**config.mk**
```make
export PLATFORM = sky130hd
export DESIGN_NAME = touch_drag_to_mouse_reports_unit
export DESIGN_NICKNAME = d
export VERILOG_FILES = /design/src/rtl/core/tdm_pkg.sv /design/src/rtl/core/tdm_front.sv /design/src/rtl/core/tdm_back.sv /design/src/rtl/core/touch_drag_to_mouse_reports_unit.sv
export SDC_FILE = /design/constraint.sdc
export NUM_CORES = 2
export LEC_CHECK = 0
export ABC_CLOCK_PERIOD_IN_PS = 23000
export BUFFER_PORTS_ARGS = -buffer_cell sky130_fd_sc_hd__buf_2
export CORE_MARGIN = 4
export CORE_UTILIZATION = 30
export DETAILED_ROUTE_END_ITERATION = 6
export PLACE_DENSITY_LB_ADDON = 0.08
export SYNTH_ARGS = -nofsm -noshare
export SYNTH_HDL_FRONTEND = slang
export SYNTH_SLANG_ARGS = --single-unit
export TNS_END_PERCENT = 30
```
**constraint.sdc**
```tcl
create_clock -name clk -period 23 [get_ports clk]
set_clock_uncertainty 0.15 [all_clocks]
set_input_delay 1.15 -clock clk [delete_from_list [all_inputs] [get_ports clk]]
set_output_delay 1.15 -clock clk [all_outputs]
set_load 0.05 [all_outputs]
```
**src/rtl/core/tdm_pkg.sv**
```systemverilog
// Shared types and constants of the touch-drag to mouse report converter.
// Used by every module of the block; depends on nothing.
package tdm_pkg;

	localparam int DeltaLimit = 127;
	localparam int MaxChunks  = 64;

	localparam logic [31:0] TapTimeUs = 32'd220000;
	localparam logic [35:0] TapDistSq = 36'd36864;
	localparam logic [9:0]  AccelCap  = 10'd640;
	// Smallest length at which floor(len * 24 / 25) reaches the cap.
	localparam logic [17:0] AccelKnee = 18'd667;

	localparam logic [10:0] SpeedReset = 11'd461;

	typedef enum logic [1:0] {
		REQ_BEGIN  = 2'd0,
		REQ_UPDATE = 2'd1,
		REQ_END    = 2'd2,
		REQ_NONE   = 2'd3
	} req_t;

	typedef enum logic [1:0] {
		KIND_MOVE  = 2'd0,
		KIND_DOWN  = 2'd1,
		KIND_UP    = 2'd2,
		KIND_CLICK = 2'd3
	} kind_t;

	typedef enum logic {
		CFG_POINTER_SPEED = 1'b0,
		CFG_HOLD_ON_DRAG  = 1'b1
	} cfg_t;

	typedef struct packed {
		req_t               req;
		logic signed [16:0] ox;
		logic signed [16:0] oy;
		logic [31:0]        t;
	} item_t;

	typedef struct packed {
		logic  valid;
		item_t item;
	} queue_head_t;

endpackage

```
**src/rtl/core/tdm_front.sv**
```systemverilog
// Front end: accepts drag events, drops unknown requests and queues the rest.
// Uses tdm_pkg for the queue entry type.
module tdm_front (
	input  logic                  clk,
	input  logic                  arst_n,
	input  logic                  in_valid,
	output logic                  in_stall,
	input  logic [1:0]            req_type,
	input  logic signed [16:0]    offset_x,
	input  logic signed [16:0]    offset_y,
	input  logic [31:0]           time_us,
	output tdm_pkg::queue_head_t  head,
	input  logic                  pop
);

	tdm_pkg::item_t entry_q [2];
	logic           wr_ptr_q;
	logic           rd_ptr_q;
	logic [1:0]     count_q;
	logic           push;
	logic           do_pop;

	assign in_stall = (count_q == 2'd2);
	assign push     = in_valid && !in_stall && (tdm_pkg::req_t'(req_type) != tdm_pkg::REQ_NONE);
	assign do_pop   = pop && (count_q != 2'd0);

	assign head.valid = (count_q != 2'd0);
	assign head.item  = entry_q[rd_ptr_q];

	always_ff @(posedge clk) begin
		if (push) begin
			entry_q[wr_ptr_q].req <= tdm_pkg::req_t'(req_type);
			entry_q[wr_ptr_q].ox  <= offset_x;
			entry_q[wr_ptr_q].oy  <= offset_y;
			entry_q[wr_ptr_q].t   <= time_us;
		end
	end

	always_ff @(posedge clk or negedge arst_n) begin
		if (!arst_n) begin
			wr_ptr_q <= 1'b0;
			rd_ptr_q <= 1'b0;
			count_q  <= 2'd0;
		end else begin
			if (push) wr_ptr_q <= !wr_ptr_q;
			if (do_pop) rd_ptr_q <= !rd_ptr_q;
			if (push && !do_pop) count_q <= count_q + 2'd1;
			else if (!push && do_pop) count_q <= count_q - 2'd1;
		end
	end

endmodule

```
**src/rtl/core/tdm_back.sv**
```systemverilog
// Back end: sequencer that runs one queued event at a time and drives the
// report register. Uses tdm_pkg; fed by tdm_front.
module tdm_back #(
	parameter int DELTA_LIMIT = tdm_pkg::DeltaLimit,
	parameter int MAX_CHUNKS  = tdm_pkg::MaxChunks
) (
	input  logic                 clk,
	input  logic                 arst_n,
	input  tdm_pkg::queue_head_t head,
	output logic                 pop,
	input  logic [10:0]          speed,
	input  logic                 hold,
	output logic                 out_valid,
	input  logic                 out_stall,
	output logic [1:0]           report_kind,
	output logic signed [7:0]    move_x,
	output logic signed [7:0]    move_y,
	output logic                 last
);

	localparam int CW = $clog2(MAX_CHUNKS + 1);
	localparam logic signed [20:0] LIM = 21'(DELTA_LIMIT);

	typedef enum logic [17:0] {
		ST_IDLE = 18'h00001,
		ST_DIFF = 18'h00002,
		ST_SQX  = 18'h00004,
		ST_SQY  = 18'h00008,
		ST_SUM  = 18'h00010,
		ST_ROOT = 18'h00020,
		ST_GAIN = 18'h00040,
		ST_DIV  = 18'h00080,
		ST_CORR = 18'h00100,
		ST_FACT = 18'h00200,
		ST_MX   = 18'h00400,
		ST_MY   = 18'h00800,
		ST_SCY  = 18'h01000,
		ST_EMIT = 18'h02000,
		ST_TX   = 18'h04000,
		ST_TY   = 18'h08000,
		ST_TSUM = 18'h10000,
		ST_ONE  = 18'h20000
	} state_t;

	function automatic logic [16:0] mag17(input logic signed [17:0] v);
		logic signed [17:0] n;
		n = -v;
		return v[17] ? n[16:0] : v[16:0];
	endfunction

	state_t              state_q;
	logic signed [16:0]  ox_q, oy_q;
	logic [31:0]         t_q;
	logic signed [16:0]  prev_x_q, prev_y_q;
	logic signed [8:0]   rem_x_q, rem_y_q;
	logic [31:0]         start_q;
	logic                held_q;
	logic signed [17:0]  dx_q, dy_q;
	logic [37:0]         prod_q;
	logic [35:0]         sum_q, rad_q;
	logic [19:0]         srem_q;
	logic [17:0]         root_q;
	logic [4:0]          iter_q;
	logic [14:0]         gx_q;
	logic                cap_q;
	logic [9:0]          gain_q;
	logic [20:0]         factor_q;
	logic signed [20:0]  mx_q, my_q;
	logic [CW-1:0]       n_q;
	tdm_pkg::kind_t      kind_q;
	logic                out_valid_q;

	logic [16:0] absx, absy, absox, absoy;
	logic [16:0] mul_a;
	logic [20:0] mul_b;

	assign absx  = mag17(dx_q);
	assign absy  = mag17(dy_q);
	assign absox = mag17({ox_q[16], ox_q});
	assign absoy = mag17({oy_q[16], oy_q});

	always_comb begin
		mul_a = '0;
		mul_b = '0;
		unique case (state_q)
			ST_SQX: begin mul_a = absx; mul_b = 21'(absx); end
			ST_SQY: begin mul_a = absy; mul_b = 21'(absy); end
			ST_DIV: begin mul_a = 17'(gx_q); mul_b = 21'd1310; end
			ST_FACT: begin mul_a = 17'(speed); mul_b = 21'(gain_q) + 21'd256; end
			ST_MX: begin mul_a = absx; mul_b = prod_q[20:0]; end
			ST_MY: begin mul_a = absy; mul_b = factor_q; end
			ST_TX: begin mul_a = absox; mul_b = 21'(absox); end
			ST_TY: begin mul_a = absoy; mul_b = 21'(absoy); end
			default: begin mul_a = '0; mul_b = '0; end
		endcase
	end

	// Square root: one result bit per cycle, restoring.
	logic [21:0] rem2, trial;
	assign rem2  = {srem_q, rad_q[35:34]};
	assign trial = 22'({root_q, 2'b01});

	// Gain divide by 25: the reciprocal underestimates by less than one step.
	logic [10:0] q0;
	logic [15:0] r25;
	assign q0  = prod_q[25:15];
	assign r25 = 16'(gx_q) - 16'(q0) * 16'd25;

	// Axis scaling shared by both axes, from the product register.
	logic               sc_neg;
	logic signed [8:0]  sc_rem;
	logic [25:0]        q8;
	logic signed [27:0] q8s, acc, nacc;
	logic [27:0]        absacc;
	logic signed [20:0] whole;
	logic signed [8:0]  rem_new;

	always_comb begin
		sc_neg  = (state_q == ST_MY) ? dx_q[17] : dy_q[17];
		sc_rem  = (state_q == ST_MY) ? rem_x_q : rem_y_q;
		q8      = prod_q[37:12];
		q8s     = sc_neg ? -$signed({2'b00, q8}) : $signed({2'b00, q8});
		acc     = q8s + 28'(sc_rem);
		nacc    = -acc;
		absacc  = acc[27] ? nacc : acc;
		whole   = acc[27] ? -$signed({1'b0, absacc[27:8]}) : $signed({1'b0, absacc[27:8]});
		rem_new = acc[27] ? -$signed({1'b0, absacc[7:0]}) : $signed({1'b0, absacc[7:0]});
	end

	// Chunk clamp.
	logic signed [7:0]  sx, sy;
	logic signed [20:0] nx, ny;
	logic               motion, last_chunk, out_free, wr;

	always_comb begin
		if (mx_q > LIM) sx = LIM[7:0];
		else if (mx_q < -LIM) sx = 8'(-LIM);
		else sx = mx_q[7:0];
		if (my_q > LIM) sy = LIM[7:0];
		else if (my_q < -LIM) sy = 8'(-LIM);
		else sy = my_q[7:0];
		nx         = mx_q - 21'(sx);
		ny         = my_q - 21'(sy);
		motion     = (mx_q != '0) || (my_q != '0);
		last_chunk = ((nx == '0) && (ny == '0)) || (n_q == CW'(MAX_CHUNKS - 1));
	end

	assign out_free = !out_valid_q || !out_stall;
	assign wr       = out_free && (((state_q == ST_EMIT) && motion) || (state_q == ST_ONE));
	assign pop      = (state_q == ST_IDLE) && head.valid;

	always_ff @(posedge clk) begin
		prod_q <= 38'(mul_a) * 38'(mul_b);
		if (pop) begin
			ox_q <= head.item.ox;
			oy_q <= head.item.oy;
			t_q  <= head.item.t;
		end
		if (state_q == ST_DIFF) begin
			dx_q <= {ox_q[16], ox_q} - {prev_x_q[16], prev_x_q};
			dy_q <= {oy_q[16], oy_q} - {prev_y_q[16], prev_y_q};
		end
		if (state_q == ST_SQY || state_q == ST_TY) sum_q <= prod_q[35:0];
		if (state_q == ST_GAIN) begin
			cap_q <= (root_q >= tdm_pkg::AccelKnee);
			gx_q  <= 15'(root_q[9:0]) * 15'd24;
		end
		if (state_q == ST_CORR) begin
			if (cap_q) gain_q <= tdm_pkg::AccelCap;
			else if (r25 >= 16'd25) gain_q <= 10'(q0 + 11'd1);
			else gain_q <= q0[9:0];
		end
		if (state_q == ST_MX) factor_q <= prod_q[20:0];
		if (wr) begin
			if (state_q == ST_EMIT) begin
				report_kind <= tdm_pkg::KIND_MOVE;
				move_x      <= sx;
				move_y      <= sy;
				last        <= last_chunk;
			end else begin
				report_kind <= kind_q;
				move_x      <= '0;
				move_y      <= '0;
				last        <= 1'b1;
			end
		end
	end

	always_ff @(posedge clk or negedge arst_n) begin
		if (!arst_n) begin
			state_q     <= ST_IDLE;
			prev_x_q    <= '0;
			prev_y_q    <= '0;
			rem_x_q     <= '0;
			rem_y_q     <= '0;
			start_q     <= '0;
			held_q      <= 1'b0;
			out_valid_q <= 1'b0;
			kind_q      <= tdm_pkg::KIND_MOVE;
			rad_q       <= '0;
			srem_q      <= '0;
			root_q      <= '0;
			iter_q      <= '0;
			mx_q        <= '0;
			my_q        <= '0;
			n_q         <= '0;
		end else begin
			if (wr) out_valid_q <= 1'b1;
			else if (!out_stall) out_valid_q <= 1'b0;

			unique case (state_q)
				ST_IDLE: begin
					if (pop) begin
						case (head.item.req)
							tdm_pkg::REQ_BEGIN: begin
								prev_x_q <= '0;
								prev_y_q <= '0;
								rem_x_q  <= '0;
								rem_y_q  <= '0;
								start_q  <= head.item.t;
								if (hold) begin
									held_q  <= 1'b1;
									kind_q  <= tdm_pkg::KIND_DOWN;
									state_q <= ST_ONE;
								end
							end
							tdm_pkg::REQ_UPDATE: state_q <= ST_DIFF;
							tdm_pkg::REQ_END: begin
								if (held_q) begin
									held_q  <= 1'b0;
									kind_q  <= tdm_pkg::KIND_UP;
									state_q <= ST_ONE;
								end else begin
									state_q <= ST_TX;
								end
							end
							default: state_q <= ST_IDLE;
						endcase
					end
				end
				ST_DIFF: begin
					prev_x_q <= ox_q;
					prev_y_q <= oy_q;
					state_q  <= ST_SQX;
				end
				ST_SQX: state_q <= ST_SQY;
				ST_SQY: state_q <= ST_SUM;
				ST_SUM: begin
					rad_q   <= sum_q + prod_q[35:0];
					srem_q  <= '0;
					root_q  <= '0;
					iter_q  <= '0;
					state_q <= ST_ROOT;
				end
				ST_ROOT: begin
					if (rem2 >= trial) begin
						srem_q <= 20'(rem2 - trial);
						root_q <= {root_q[16:0], 1'b1};
					end else begin
						srem_q <= rem2[19:0];
						root_q <= {root_q[16:0], 1'b0};
					end
					rad_q  <= {rad_q[33:0], 2'b00};
					iter_q <= iter_q + 5'd1;
					if (iter_q == 5'd17) state_q <= ST_GAIN;
				end
				ST_GAIN: state_q <= ST_DIV;
				ST_DIV:  state_q <= ST_CORR;
				ST_CORR: state_q <= ST_FACT;
				ST_FACT: state_q <= ST_MX;
				ST_MX:   state_q <= ST_MY;
				ST_MY: begin
					mx_q    <= whole;
					rem_x_q <= rem_new;
					state_q <= ST_SCY;
				end
				ST_SCY: begin
					my_q    <= whole;
					rem_y_q <= rem_new;
					n_q     <= '0;
					state_q <= ST_EMIT;
				end
				ST_EMIT: begin
					if (!motion) begin
						state_q <= ST_IDLE;
					end else if (out_free) begin
						mx_q <= nx;
						my_q <= ny;
						n_q  <= n_q + CW'(1);
						if (last_chunk) state_q <= ST_IDLE;
					end
				end
				ST_TX: state_q <= ST_TY;
				ST_TY: state_q <= ST_TSUM;
				ST_TSUM: begin
					if ((t_q - start_q) < tdm_pkg::TapTimeUs &&
					    (sum_q + prod_q[35:0]) < tdm_pkg::TapDistSq) begin
						kind_q  <= tdm_pkg::KIND_CLICK;
						state_q <= ST_ONE;
					end else begin
						state_q <= ST_IDLE;
					end
				end
				ST_ONE: begin
					if (out_free) state_q <= ST_IDLE;
				end
				default: state_q <= ST_IDLE;
			endcase
		end
	end

	assign out_valid = out_valid_q;

endmodule

```
**src/rtl/core/touch_drag_to_mouse_reports_unit.sv**
```systemverilog
// Top level of the touch-drag to mouse report converter: configuration
// registers, front end queue and back end sequencer. Uses tdm_pkg.
//
//   channel | direction | handshake          | payload
//   in      | in        | in_valid/in_stall  | req_type offset_x offset_y time_us
//   out     | out       | out_valid/out_stall| report_kind move_x move_y last
//   cfg     | in        | cfg_we             | cfg_index cfg_data
//
// In the back end an update runs the difference, the squares, a square root that
// resolves one bit per cycle, the gain and the axis scaling before its first move
// report, then emits its move reports, waiting while the output is stalled.
// The front queue holds two events, so input is taken while the back end works.
// Reset clears all drag state and sets the registers to their reset values.
// A stalled output holds its report; the back end waits with it.
module touch_drag_to_mouse_reports_unit #(
	parameter int DELTA_LIMIT = tdm_pkg::DeltaLimit,
	parameter int MAX_CHUNKS  = tdm_pkg::MaxChunks
) (
	input  logic               clk,
	input  logic               arst_n,
	input  logic               in_valid,
	output logic               in_stall,
	input  logic [1:0]         req_type,
	input  logic signed [16:0] offset_x,
	input  logic signed [16:0] offset_y,
	input  logic [31:0]        time_us,
	output logic               out_valid,
	input  logic               out_stall,
	output logic [1:0]         report_kind,
	output logic signed [7:0]  move_x,
	output logic signed [7:0]  move_y,
	output logic               last,
	input  logic               cfg_we,
	input  logic               cfg_index,
	input  logic [10:0]        cfg_data
);

	logic [10:0]          speed_q;
	logic                 hold_q;
	tdm_pkg::queue_head_t head;
	logic                 pop;

	always_ff @(posedge clk or negedge arst_n) begin
		if (!arst_n) begin
			speed_q <= tdm_pkg::SpeedReset;
			hold_q  <= 1'b0;
		end else if (cfg_we) begin
			unique case (tdm_pkg::cfg_t'(cfg_index))
				tdm_pkg::CFG_POINTER_SPEED: speed_q <= cfg_data;
				tdm_pkg::CFG_HOLD_ON_DRAG:  hold_q  <= cfg_data[0];
				default: ;
			endcase
		end
	end

	tdm_front u_front (
		.clk      (clk),
		.arst_n   (arst_n),
		.in_valid (in_valid),
		.in_stall (in_stall),
		.req_type (req_type),
		.offset_x (offset_x),
		.offset_y (offset_y),
		.time_us  (time_us),
		.head     (head),
		.pop      (pop)
	);

	tdm_back #(
		.DELTA_LIMIT (DELTA_LIMIT),
		.MAX_CHUNKS  (MAX_CHUNKS)
	) u_back (
		.clk         (clk),
		.arst_n      (arst_n),
		.head        (head),
		.pop         (pop),
		.speed       (speed_q),
		.hold        (hold_q),
		.out_valid   (out_valid),
		.out_stall   (out_stall),
		.report_kind (report_kind),
		.move_x      (move_x),
		.move_y      (move_y),
		.last        (last)
	);

endmodule

```
==> impl_metrics.json <==
{
  "pin_count": 106,
  "max-vdd-ir-drop_v": 0.0000796,
  "portBuffers": 105,
  "yosysWarningCount": 0,
  "cts-resized-gates": 0,
  "maxSlewViolCount": 0,
  "period_minus_slack_ns": 10.83,
  "antenna_found_initial": 4,
  "drive_gt1_frac": 0.0931,
  "cts_buffers": 79,
  "crit_required_ns": 23.39,
  "dr.pass1.iters": 6,
  "tightest_slew_ns": 1.23,
  "h-tree-depth": 3,
  "hold_path.class": "in -> async",
  "gp_congestion": 0.850,
  "yosys.area_share.simple": 0.150,
  "core-area_mm2": 0.165,
  "clk_path_buf_depth": 3,
  "max-cap-violations": 0,
  "postSynthAreaPerCell_um2": 9.56,
  "cts_setup_buffers": 0,
  "cp-end-kind": "flop",
  "drcViolationCount": 0,
  "r2r_start": "u_back.state_q[0]",
  "vias": 37824,
  "cts_hold_buf": 0,
  "syn_inst": 5230,
  "synth_compound_area_frac": 0.142,
  "p_leak_uw": 0.0242,
  "worstSetupPathType": "reg -> reg",
  "synth_edf_count": 337,
  "syn_nets": 6001,
  "clk_pin_slew_ns": 0.07,
  "grt_pass1_wl_um": 242000,
  "p_per_area_mw_per_mm2": 96.8,
  "dp_cells": 7422,
  "final-setup-viol-count": 0,
  "outcome": "finished, final reports clean",
  "rr_endpoint": "u_back.prod_q[30]",
  "wirelength_um": 158000,
  "slowest_stage": "nor2_1",
  "synth_top_family_by_area": "adder cells",
  "final_cells": 7570,
  "tns_ns": 0,
  "final_cell_mix": "632 x inv_1, 576 x nand2_1, 387 x nor2_1, 377 x ha_1, 337 x edfxtp_1",
  "max_stage_delay_ns": 0.95,
  "grt_pass1_vias": 38770,
  "synth_fa_ha_area_frac": 0.218,
  "cp-start-kind": "flop",
  "ys_seq_area_frac": 0.343,
  "worst_hold_slack_ns": 0.292,
  "cts_root_buf": "clkbuf_16",
  "max_freq_ghz": 0.0924,
  "die-width_um": 416,
  "rows": 149,
  "postLayoutSetupSlackWorst_ns": 12.17,
  "via_per_inst": 5.00,
  "die_y_um": 416,
  "final.period_utilization": 0.471,
  "yosysUniqueCellTypes": 104,
  "grt_max_degree": 133,
  "reg2reg_slack_ns": 12.17,
  "cts_tree": "done",
  "ys_seq_elements": 625,
  "syn2layout_area_growth_pct": 11.8,
  "ant_nets": 0,
  "clock_latency_ns": 0.68,
  "clock_sinks": 625,
  "track_usage": 0.180,
  "place_ws_ns": 12.34,
  "synth-xor-area-share": 0.0520,
  "grt_remaining_overflow": 0,
  "muxShareOfSynthArea": 0.0343,
  "layout_commonest_cell": "inv_1",
  "async_flop_share": 0.400,
  "worst-path-max-fanout": 15,
  "initial_core_util": 0.302,
  "syn-cell-area_mm2": 0.0500,
  "drtIter0Drc": 2109,
  "place.detailed.hpwl_um": 123000,
  "hold_violations": 0,
  "die-area_mm2": 0.173,
  "layout.nets": 6085,
  "rsz0062_at_grt": "no",
  "r2r.worst_path.cells": 33,
  "synthFlopType": "edfxtp_1",
  "cp.arrival_ns": 11.22,
  "wl_per_cell_um": 20.8,
  "slew_headroom": 0.177
}
==> area by class of cell <==
class | count | area (µm²)
timing repair buffer | 178 | 1100
inverter | 633 | 2380
tap | 2189 | 2740
clock buffer | 101 | 2110
clock inverter | 46 | 502
multi-input combinational | 3797 | 29900
fill | 16975 | 109000
antenna | 1 | 2.50
sequential | 625 | 17100
==> state kept, by name, indices dropped and copies added, names as in the netlist, 20 cells and up <==
name             flops
u_back.start_q      32
u_back.mx_q         21
u_back.srem_q       20
u_back.t_q          32
u_front.entry_q    136
u_back.rad_q        36
u_back.prod_q       38
u_back.sum_q        36
u_back.factor_q     21
u_back.my_q         21
==> through the flow <==
stage | power (µW) | util | instance area (µm²)
floorplan | 3450 | - | 50000
global placement | 4190 | 0.322 | 53300
detailed placement | 4190 | 0.322 | 53300
CTS | 5490 | 0.338 | 55900
global route | 5830 | 0.338 | 55900
finish | 5410 | 0.338 | 55900
==> routing by layer <==
metal  GRT usage  up-vias  wire length (µm)
li1            -    18280                 -
met1       0.248    18678             73400
met2       0.304      674             74800
met3      0.0176      188              5400
met4      0.0477        4              4140
met5           0        -                27
==> worst max-delay path by stage <==
stage,from,to,slack [ns],cells past startpoint
floorplan,u_back.state_q[0],u_back.prod_q[30],13.89,33
global placement,u_back.state_q[8],u_back.prod_q[36],12.39,32
detailed placement,u_back.state_q[8],u_back.prod_q[30],12.34,32
CTS,u_back.state_q[8],u_back.prod_q[30],12.26,32
global route,u_back.state_q[8],u_back.prod_q[30],11.53,32
finish,u_back.state_q[0],u_back.prod_q[30],12.17,33
==> power by group <==
group	switching (µW)	internal [µW]	total, µW	leakage (µW)
Combinational	1570	962	2530	0.0164
Clock	525	735	1260	0.00126
Sequential	156	1460	1620	0.00655
==> Yosys cell counts (13+ instances only) <==
cell,count,area (µm²)
nand3_1,90,450
dfrtp_1,243,6080
nand3b_1,13,97.6
ha_1,377,4720
nor3b_1,18,135
inv_1,632,2370
mux2_2,113,1270
a2111oi_0,15,131
o21bai_1,30,225
a211oi_1,27,203
nand2_1,576,2160
a22oi_1,56,420
o22ai_1,21,131
xnor2_1,167,1460
and3_1,32,200
or3_1,44,275
o21a_1,27,203
or2_2,18,113
nand4_1,42,263
clkbuf_1,156,586
a21boi_0,30,225
a31oi_1,38,238
nand2b_1,49,307
nor2b_1,56,350
o31ai_1,58,435
o21ai_0,286,1430
and2_1,53,332
fa_1,309,6190
nor4_1,44,275
nor4b_1,13,114
a21oi_1,218,1090
dfxtp_1,38,761
nor2_1,391,1470
xor2_1,128,1120
o211ai_1,31,233
nor3_1,74,370
a21o_1,101,758
edfxtp_1,337,10100
mux2i_1,44,440
==> logic make-up (layout without fill, tap and decap cells) <==
logic type                 after synthesis  count (layout)
adders and majority gates              686             686
AOI/OAI and AO/OA                     1084            1084
xor gates and xnor gates               296             296
other                                    0               1
DFF                                    625             625
buffers and inverters                  808             958
and+or+nand+nor                       1574            1574
muxes                                  157             157
==> worst max-delay path: cells and delay by family (launching register included) <==
family / cells / cell delay (ns)
buffers and inverters: 4 / 0.92
adder cells (fa/ha/maj): 7 / 3.42
AO/OA/AOI/OAI: 11 / 2.46
flip-flops: 1 / 0.60
AND/OR/NAND/NOR: 11 / 3.11
Power figures use the tool's default switching activity.
